[src/rtl/f32ext_pkg.sv]
// ----------------------------------------------------------------------------
// f32ext_pkg
// Shared types, constants and helpers for the float32 extrema block.
// ----------------------------------------------------------------------------
package f32ext_pkg;

    // magnitude mask and sign bit of a float32 word
    localparam logic [31:0] MAG_MASK = 32'h7FFF_FFFF;
    localparam logic [31:0] SIGN_BIT = 32'h8000_0000;
    localparam logic [30:0] MAG_ONES = 31'h7FFF_FFFF;

    // configuration register indexes
    localparam int CFG_IDX_W = 3;
    typedef enum logic [CFG_IDX_W-1:0] {
        CFG_SPECIAL_ENABLE  = 3'd0,
        CFG_SPECIAL_PATTERN = 3'd1,
        CFG_IGNORE_MASK     = 3'd2,
        CFG_PAD_ENABLE      = 3'd3,
        CFG_PAD_VALUE       = 3'd4
    } t_cfg_idx;

    // input request
    typedef struct packed {
        logic [31:0] word;
        logic        last;
    } t_in;

    // result request
    typedef struct packed {
        logic [31:0] max_signed;
        logic [31:0] min_signed;
        logic [30:0] max_abs;
        logic [30:0] min_abs;
        logic [30:0] min_nonzero_abs;
        logic [31:0] special_count;
        logic        all_nonpositive;
        logic        all_nonnegative;
    } t_out;

    // configuration registers
    typedef struct packed {
        logic        special_enable;
        logic [31:0] special_pattern;
        logic [31:0] ignore_mask;
        logic        pad_enable;
        logic [31:0] pad_value;
    } t_cfg;

    // running statistics
    typedef struct packed {
        logic [31:0] max_key;
        logic [31:0] min_key;
        logic [30:0] min_mag;
        logic [30:0] min_nz_mag;
        logic [31:0] tally;
        logic        folded;
    } t_stats;

    localparam t_stats STATS_CLEAR = '{
        max_key:    SIGN_BIT,
        min_key:    MAG_MASK,
        min_mag:    MAG_ONES,
        min_nz_mag: MAG_ONES,
        tally:      32'd0,
        folded:     1'b0
    };

    // order key: signed integer order of keys equals float order
    function automatic logic [31:0] to_key(input logic [31:0] w);
        return w[31] ? (w ^ MAG_MASK) : w;
    endfunction

    function automatic logic key_less(input logic [31:0] a, input logic [31:0] b);
        return $signed(a) < $signed(b);
    endfunction

endpackage

[src/rtl/f32ext_fold.sv]
// ----------------------------------------------------------------------------
// f32ext_fold
// Folds one word into the running statistics and forms the result that a
// closing word would give.
// ----------------------------------------------------------------------------
module f32ext_fold
    import f32ext_pkg::*;
(
    input  t_cfg   i_cfg,
    input  t_stats i_stats,
    input  t_in    i_item,
    output t_stats o_stats,
    output t_out   o_result
);

    logic [31:0] keep;
    logic        special;
    logic        do_fold;
    logic [31:0] fold_word;
    logic [31:0] key;
    logic [30:0] mag;
    logic [31:0] mx;
    logic [31:0] mn;

    // special detection under the ignore mask
    assign keep    = ~i_cfg.ignore_mask;
    assign special = i_cfg.special_enable && (keep != '0) &&
                     ((i_item.word & keep) == (i_cfg.special_pattern & keep));

    // specials are padded, skipped, or kept when the array held nothing else
    assign do_fold   = !special || i_cfg.pad_enable || (i_item.last && !i_stats.folded);
    assign fold_word = (special && i_cfg.pad_enable) ? i_cfg.pad_value : i_item.word;
    assign key       = to_key(fold_word);
    assign mag       = fold_word[30:0];

    // statistics update
    always_comb begin
        o_stats = i_stats;
        if (special && (i_stats.tally != '1)) begin
            o_stats.tally = i_stats.tally + 32'd1;
        end
        if (do_fold) begin
            if (key_less(i_stats.max_key, key)) begin
                o_stats.max_key = key;
            end
            if (key_less(key, i_stats.min_key)) begin
                o_stats.min_key = key;
            end
            if (mag < i_stats.min_mag) begin
                o_stats.min_mag = mag;
            end
            if ((mag != '0) && (mag < i_stats.min_nz_mag)) begin
                o_stats.min_nz_mag = mag;
            end
            o_stats.folded = 1'b1;
        end
    end

    // result from the updated statistics
    assign mx = to_key(o_stats.max_key);
    assign mn = to_key(o_stats.min_key);

    always_comb begin
        o_result.max_signed      = mx;
        o_result.min_signed      = mn;
        o_result.max_abs         = (mx[30:0] > mn[30:0]) ? mx[30:0] : mn[30:0];
        o_result.min_abs         = o_stats.min_mag;
        o_result.min_nonzero_abs = o_stats.min_nz_mag;
        o_result.special_count   = o_stats.tally;
        o_result.all_nonpositive = !key_less(32'd0, o_stats.max_key);
        o_result.all_nonnegative = !key_less(o_stats.min_key, 32'hFFFF_FFFF);
    end

endmodule

[src/rtl/float32_extrema_with_special.sv]
// ----------------------------------------------------------------------------
// float32_extrema_with_special
// Streaming min/max statistics over float32 bit patterns with special-value
// detection, padding and a saturating special count.
// ----------------------------------------------------------------------------
// One word is taken every clock cycle while no stall holds the input. Each
// word is registered, then folded into the running statistics, and the word
// flagged last writes the result register and clears the statistics, so the
// result is offered once the last word leaves the input register. Words keep
// flowing while a result waits; only a further last word stalls until the
// waiting result is taken, the single result register setting that limit.
module float32_extrema_with_special
    import f32ext_pkg::*;
(
    input  logic                 i_clk,
    input  logic                 i_rst_n,
    // input requests
    input  logic                 i_in_valid,
    output logic                 o_in_ready,
    input  t_in                  i_in,
    // result requests
    output logic                 o_out_valid,
    input  logic                 i_out_ready,
    output t_out                 o_out,
    // configuration writes
    input  logic                 i_cfg_valid,
    output logic                 o_cfg_ready,
    input  logic [CFG_IDX_W-1:0] i_cfg_index,
    input  logic [31:0]          i_cfg_data
);

    t_cfg   r_cfg;
    t_stats r_stats;
    t_stats n_stats;
    t_in    r_in;
    logic   r_in_valid;
    t_out   r_out;
    t_out   n_out;
    logic   r_out_valid;
    logic   advance;

    // configuration registers, always writable
    assign o_cfg_ready = 1'b1;

    always_ff @(posedge i_clk) begin
        if (!i_rst_n) begin
            r_cfg <= '0;
        end else if (i_cfg_valid) begin
            case (t_cfg_idx'(i_cfg_index))
                CFG_SPECIAL_ENABLE:  r_cfg.special_enable  <= i_cfg_data[0];
                CFG_SPECIAL_PATTERN: r_cfg.special_pattern <= i_cfg_data;
                CFG_IGNORE_MASK:     r_cfg.ignore_mask     <= i_cfg_data;
                CFG_PAD_ENABLE:      r_cfg.pad_enable      <= i_cfg_data[0];
                CFG_PAD_VALUE:       r_cfg.pad_value       <= i_cfg_data;
                default: ;
            endcase
        end
    end

    // stage advances unless a last word meets a full result register
    assign advance    = r_in_valid && (!r_in.last || !r_out_valid || i_out_ready);
    assign o_in_ready = !r_in_valid || advance;

    // input register
    always_ff @(posedge i_clk) begin
        if (!i_rst_n) begin
            r_in_valid <= 1'b0;
        end else if (o_in_ready) begin
            r_in_valid <= i_in_valid;
        end
    end

    always_ff @(posedge i_clk) begin
        if (o_in_ready && i_in_valid) begin
            r_in <= i_in;
        end
    end

    f32ext_fold u_fold (
        .i_cfg    (r_cfg),
        .i_stats  (r_stats),
        .i_item   (r_in),
        .o_stats  (n_stats),
        .o_result (n_out)
    );

    // running statistics, cleared after each closing word
    always_ff @(posedge i_clk) begin
        if (!i_rst_n) begin
            r_stats <= STATS_CLEAR;
        end else if (advance) begin
            r_stats <= r_in.last ? STATS_CLEAR : n_stats;
        end
    end

    // result register
    always_ff @(posedge i_clk) begin
        if (!i_rst_n) begin
            r_out_valid <= 1'b0;
        end else if (advance && r_in.last) begin
            r_out_valid <= 1'b1;
        end else if (i_out_ready) begin
            r_out_valid <= 1'b0;
        end
    end

    always_ff @(posedge i_clk) begin
        if (advance && r_in.last) begin
            r_out <= n_out;
        end
    end

    assign o_out_valid = r_out_valid;
    assign o_out       = r_out;

`ifndef ASSERT_OFF
    // a result only follows a closing word leaving the input register
    a_result_source: assert property (@(posedge i_clk) disable iff (!i_rst_n)
        $rose(r_out_valid) |-> $past(advance && r_in.last))
        else $error("result without a closing word");

    // statistics are clear after a closing word
    a_stats_cleared: assert property (@(posedge i_clk) disable iff (!i_rst_n)
        (advance && r_in.last) |=> (r_stats.tally == '0 && !r_stats.folded))
        else $error("statistics not cleared after closing word");

    // a waiting result is never overwritten
    a_no_overwrite: assert property (@(posedge i_clk) disable iff (!i_rst_n)
        (r_out_valid && !i_out_ready) |=> $stable(r_out))
        else $error("waiting result overwritten");

    // smallest magnitude never exceeds the largest
    a_mag_order: assert property (@(posedge i_clk) disable iff (!i_rst_n)
        r_out_valid |-> (r_out.min_abs <= r_out.max_abs))
        else $error("min_abs above max_abs");

    // nonzero minimum is at least the plain minimum
    a_nz_order: assert property (@(posedge i_clk) disable iff (!i_rst_n)
        r_out_valid |-> (r_out.min_nonzero_abs >= r_out.min_abs))
        else $error("min_nonzero_abs below min_abs");
`endif

endmodule
[config.mk]
export PLATFORM = sky130hd
export DESIGN_NAME = float32_extrema_with_special
export DESIGN_NICKNAME = d
export VERILOG_FILES = /design/src/rtl/f32ext_pkg.sv /design/src/rtl/f32ext_fold.sv /design/src/rtl/float32_extrema_with_special.sv
export SDC_FILE = /design/constraint.sdc
export NUM_CORES = 1
export LEC_CHECK = 0
export BUFFER_PORTS_ARGS = -buffer_cell sky130_fd_sc_hd__buf_2
export CAP_MARGIN = 30
export CORE_UTILIZATION = 35
export CTS_CLUSTER_DIAMETER = 200
export DETAILED_ROUTE_END_ITERATION = 8
export SYNTH_ARGS = -nofsm -noshare
export SYNTH_HDL_FRONTEND = slang
export SYNTH_SLANG_ARGS = --single-unit
[constraint.sdc]
create_clock -name i_clk -period 12.35 [get_ports i_clk]
set_clock_uncertainty 0.2 [all_clocks]
set_input_delay 0.6175 -clock i_clk [delete_from_list [all_inputs] [get_ports i_clk]]
set_output_delay 0.6175 -clock i_clk [all_outputs]
set_load 0.05 [all_outputs]
==> summary.txt <==
Synthesis
  – Post-Synth Simple-Gate Area: 16.0%
  – Compound-gate portion of the synthesized area: 15.7%
  – Post-synthesis async set-or-reset flop share: 0%
  – Synth Area in XOR/XNOR: 6.55%
  – Post-Synth Adder-Cell Area: 7.23%
  – Multiplexer share of the synthesized area: 3.54%
  – Number of synthesized flops with an enable pin: 224
  – Top cells by area, synth: edfxtp_1, dfxtp_1, ha_1
  – Cell type with the largest total area after synthesis: edfxtp_1
  – Mapped Area: 26500 um^2
  – Cell count after synthesis: 2869
  – Synth unique cells: 82
  – Largest family of logic cells by synthesized area: simple AND/OR/NAND/NOR gates
  – Post-synthesis sequential area ratio: 45.0%
  – Mean Syn Cell Area: 9.23 um^2
  – Post-synthesis register bit count: 483
  – Synth warn: 0
  – Synth top area share: 25.4%
  – Synthesized Nets: 3095
  – Synth Flop Type: dfxtp_1

Timing
  – Final count of hold timing violations: 0
  – RSZ-0062 raised after global routing: false
  – Setup Viol. Count Final: 0
  – TNS Setup: 0 ns
  – Max Freq: 0.0973 GHz
  – Min cycle time layout: 10.27 ns
  – Final setup margin: 2.08 ns
  – Fin crit share: 83.2%
  – Max Slew Vio Count: 0
  – Slew Limit Headroom: 31.9%
  – Worst Tran Pin Value: 1.02 ns

Cells and area
  – Storage cell area: 11900 um^2
  – Share of cells above drive strength 1: 15.9%
  – Antenna cell count: 0
  – Most frequent cells in the layout: nand2_1, buf_2, dfxtp_1
  – Footprint of the multi-input gates: 13100 um^2
  – # nets final: 3319
  – Fill cells: 7402
  – Most common cell after layout, fill and taps aside: nand2_1
  – P&R area growth vs syn: 16.7%
  – Fin util: 41.4%

CTS
  – Clk pin slew, worst setup/hold paths: 0.06 ns
  – CTS sink cnt: 483
  – CTS max path bufs: 3
  – Clock root buffer: clkbuf_16
  – CTS buffer count: 54
  – Clock latency on the worst-skew pair: 0.62 ns
  – CTS tree: yes
  – # resized after CTS: 0
  – # hold bufs at CTS: 18
  – H-tree levels: 2
  – # Post-CTS Setup Buffers: 0

Min path
  – Worst min-delay path class: in2reg

Worst setup path
  – Startpoint Class: register
  – Reg2Reg Capture Point: o_out[111]
  – Worst Path Required: 12.47 ns
  – Worst r2r path cells: 31
  – Arrival time at the worst endpoint: 10.40 ns
  – Worst reg2reg path startpoint: r_in[30]
  – Cell count along the critical path: 31
  – Reg2Reg Setup Slack: 2.08 ns
  – Worst setup EP type: register
  – Top Family by Delay on Critical Path: simple AND/OR/NAND/NOR gates
  – Beginning of the critical path: r_in[30]
  – Worst path bufs/invs: 5
  – CP max-delay cell: o21ai_0
  – CP Class: reg2reg
  – Critical Path Sink: o_out[111]
  – Critical Path Max Stage Delay: 0.74 ns
  – Worst-path fanout max: 63

Drt
  – Via density: 5.46
  – Routed WL: 89.2 mm
  – Iteration-0 DRC Markers: 2124
  – DRC Markers: 0
  – Total number of vias: 22500
  – Final ANT Viol Nets: 0
  – Drt pass-1 iters: 6
  – Wire length per cell: 21.7 um

Floorplanning
  – Die H: 277 um
  – IO Count: 267
  – Die Wd: 277 um
  – Row cnt: 100
  – CORE AREA: 74600 um^2
  – Die area: 76700 um^2
  – Starting Density: 35.5%

Global route
  – Vias in the first global route: 21300
  – First-pass GRT wire length: 134 mm
  – GRT Total Usage: 22.7%
  – GR Overflow Total: 0
  – Initial antenna violation count: 4
  – Pin count of the biggest net entering global routing: 88

Pwr
  – Leak: 0.0128 uW
  – Maximum vdd drop: 102 uV
  – PD cells: 145 nW/um^2

Job
  – Max Cap Viol: 0

Placed design
  – HPWL after DPL: 65.6 mm
  – PortBufs: 265
  – Place WS: 2.38 ns
  – Final Wtd Congestion: 0.920

Run status
  – Status: complete, no violations
[per-layer routing]
| layer | track usage (%) | share of wire [%] |
|---|---|---|
| met1 | 30.5 | 43 |
| met5 | 0 | 0.026 |
| met2 | 36.8 | 46 |
| met3 | 3.26 | 6.9 |
| met4 | 9.12 | 4.1 |
[layout make-up]
cell class / count / share of cell area [%]
timing repair buffer: 335 / 6.36
sequential: 483 / 38.6
clock buffer: 59 / 4.47
multi-input combinational: 2003 / 42.4
inverter: 216 / 2.63
tap: 969 / 3.92
clock inverter: 43 / 1.61
[worst reg2reg max path, delay by kind of cell (launching register included)]
| family | cells | cell delay, ns |
|---|---|---|
| AND/OR/NAND/NOR | 10 | 2.96 |
| flip-flops | 1 | 0.51 |
| multiplexers | 1 | 0.44 |
| AO/OA/AOI/OAI | 11 | 2.95 |
| buffers and inverters | 5 | 1.62 |
| XOR/XNOR | 2 | 0.70 |
| adder cells (fa/ha/maj) | 2 | 0.60 |
[logic make-up (layout without fill, tap and decap cells)]
| logic type | after synthesis | after routing |
|---|---|---|
| simple gates | 926 | 926 |
| flops | 483 | 483 |
| other cells | 1 | 1 |
| xor+xnor | 198 | 198 |
| fa+ha+maj | 153 | 153 |
| mux | 89 | 89 |
| compound gates | 636 | 636 |
| buf+inv | 383 | 653 |
[Yosys cell counts (all sizes together), types with 8 or more instances]
| cell | n |
|---|---|
| inv | 216 |
| a21oi | 219 |
| o21ai | 160 |
| nor4 | 45 |
| a21o | 41 |
| a211oi | 10 |
| a22oi | 14 |
| nand2 | 393 |
| xnor2 | 141 |
| nor2b | 8 |
| dfxtp | 259 |
| nor2 | 194 |
| nand3 | 46 |
| buf | 58 |
| ha | 153 |
| xor2 | 57 |
| a22o | 31 |
| or3 | 18 |
| edfxtp | 224 |
| clkbuf | 109 |
| mux2i | 52 |
| o22ai | 20 |
| o211ai | 97 |
| o21a | 8 |
| nand4 | 62 |
| nor3 | 130 |
| mux2 | 37 |
[flip-flops by register name, summed over array words and instances (netlist names)]
signal	count
r_in	33
o_out	191
r_cfg	98
r_stats	159
r_in_valid	1
o_out_valid	1
[where the power goes]
part	total (uW)	internal (uW)	switching, uW
registers	1820	1770	48.6
logic	955	292	663
clock network	1710	1000	711
[metrics by stage]
step,total power [uW],std cells,area (um^2),hold slack [ns]
floorplan,2490,2869,26500,0.232
global placement,2780,3980,28700,0.244
detailed placement,2790,3986,28800,0.248
CTS,4510,4106,30900,0.00150
global route,4670,4108,30900,0.00101
finish,4490,4108,30900,0.0210
[how the worst min path moves through the flow]
stage | start | to | slack (ns) | cells past startpoint
6_report | i_in[6] | r_in[6] | 0.02 | 1
3_5_place_dp | r_stats[31] | r_stats[31] | 0.25 | 2
5_1_grt | i_in[6] | r_in[6] | 0.001 | 1
4_1_cts | i_in[21] | r_in[21] | 0.002 | 1
2_1_floorplan | r_stats[31] | r_stats[31] | 0.23 | 2
3_3_place_gp | r_stats[31] | r_stats[31] | 0.24 | 2
Power figures use the tool's default switching activity.
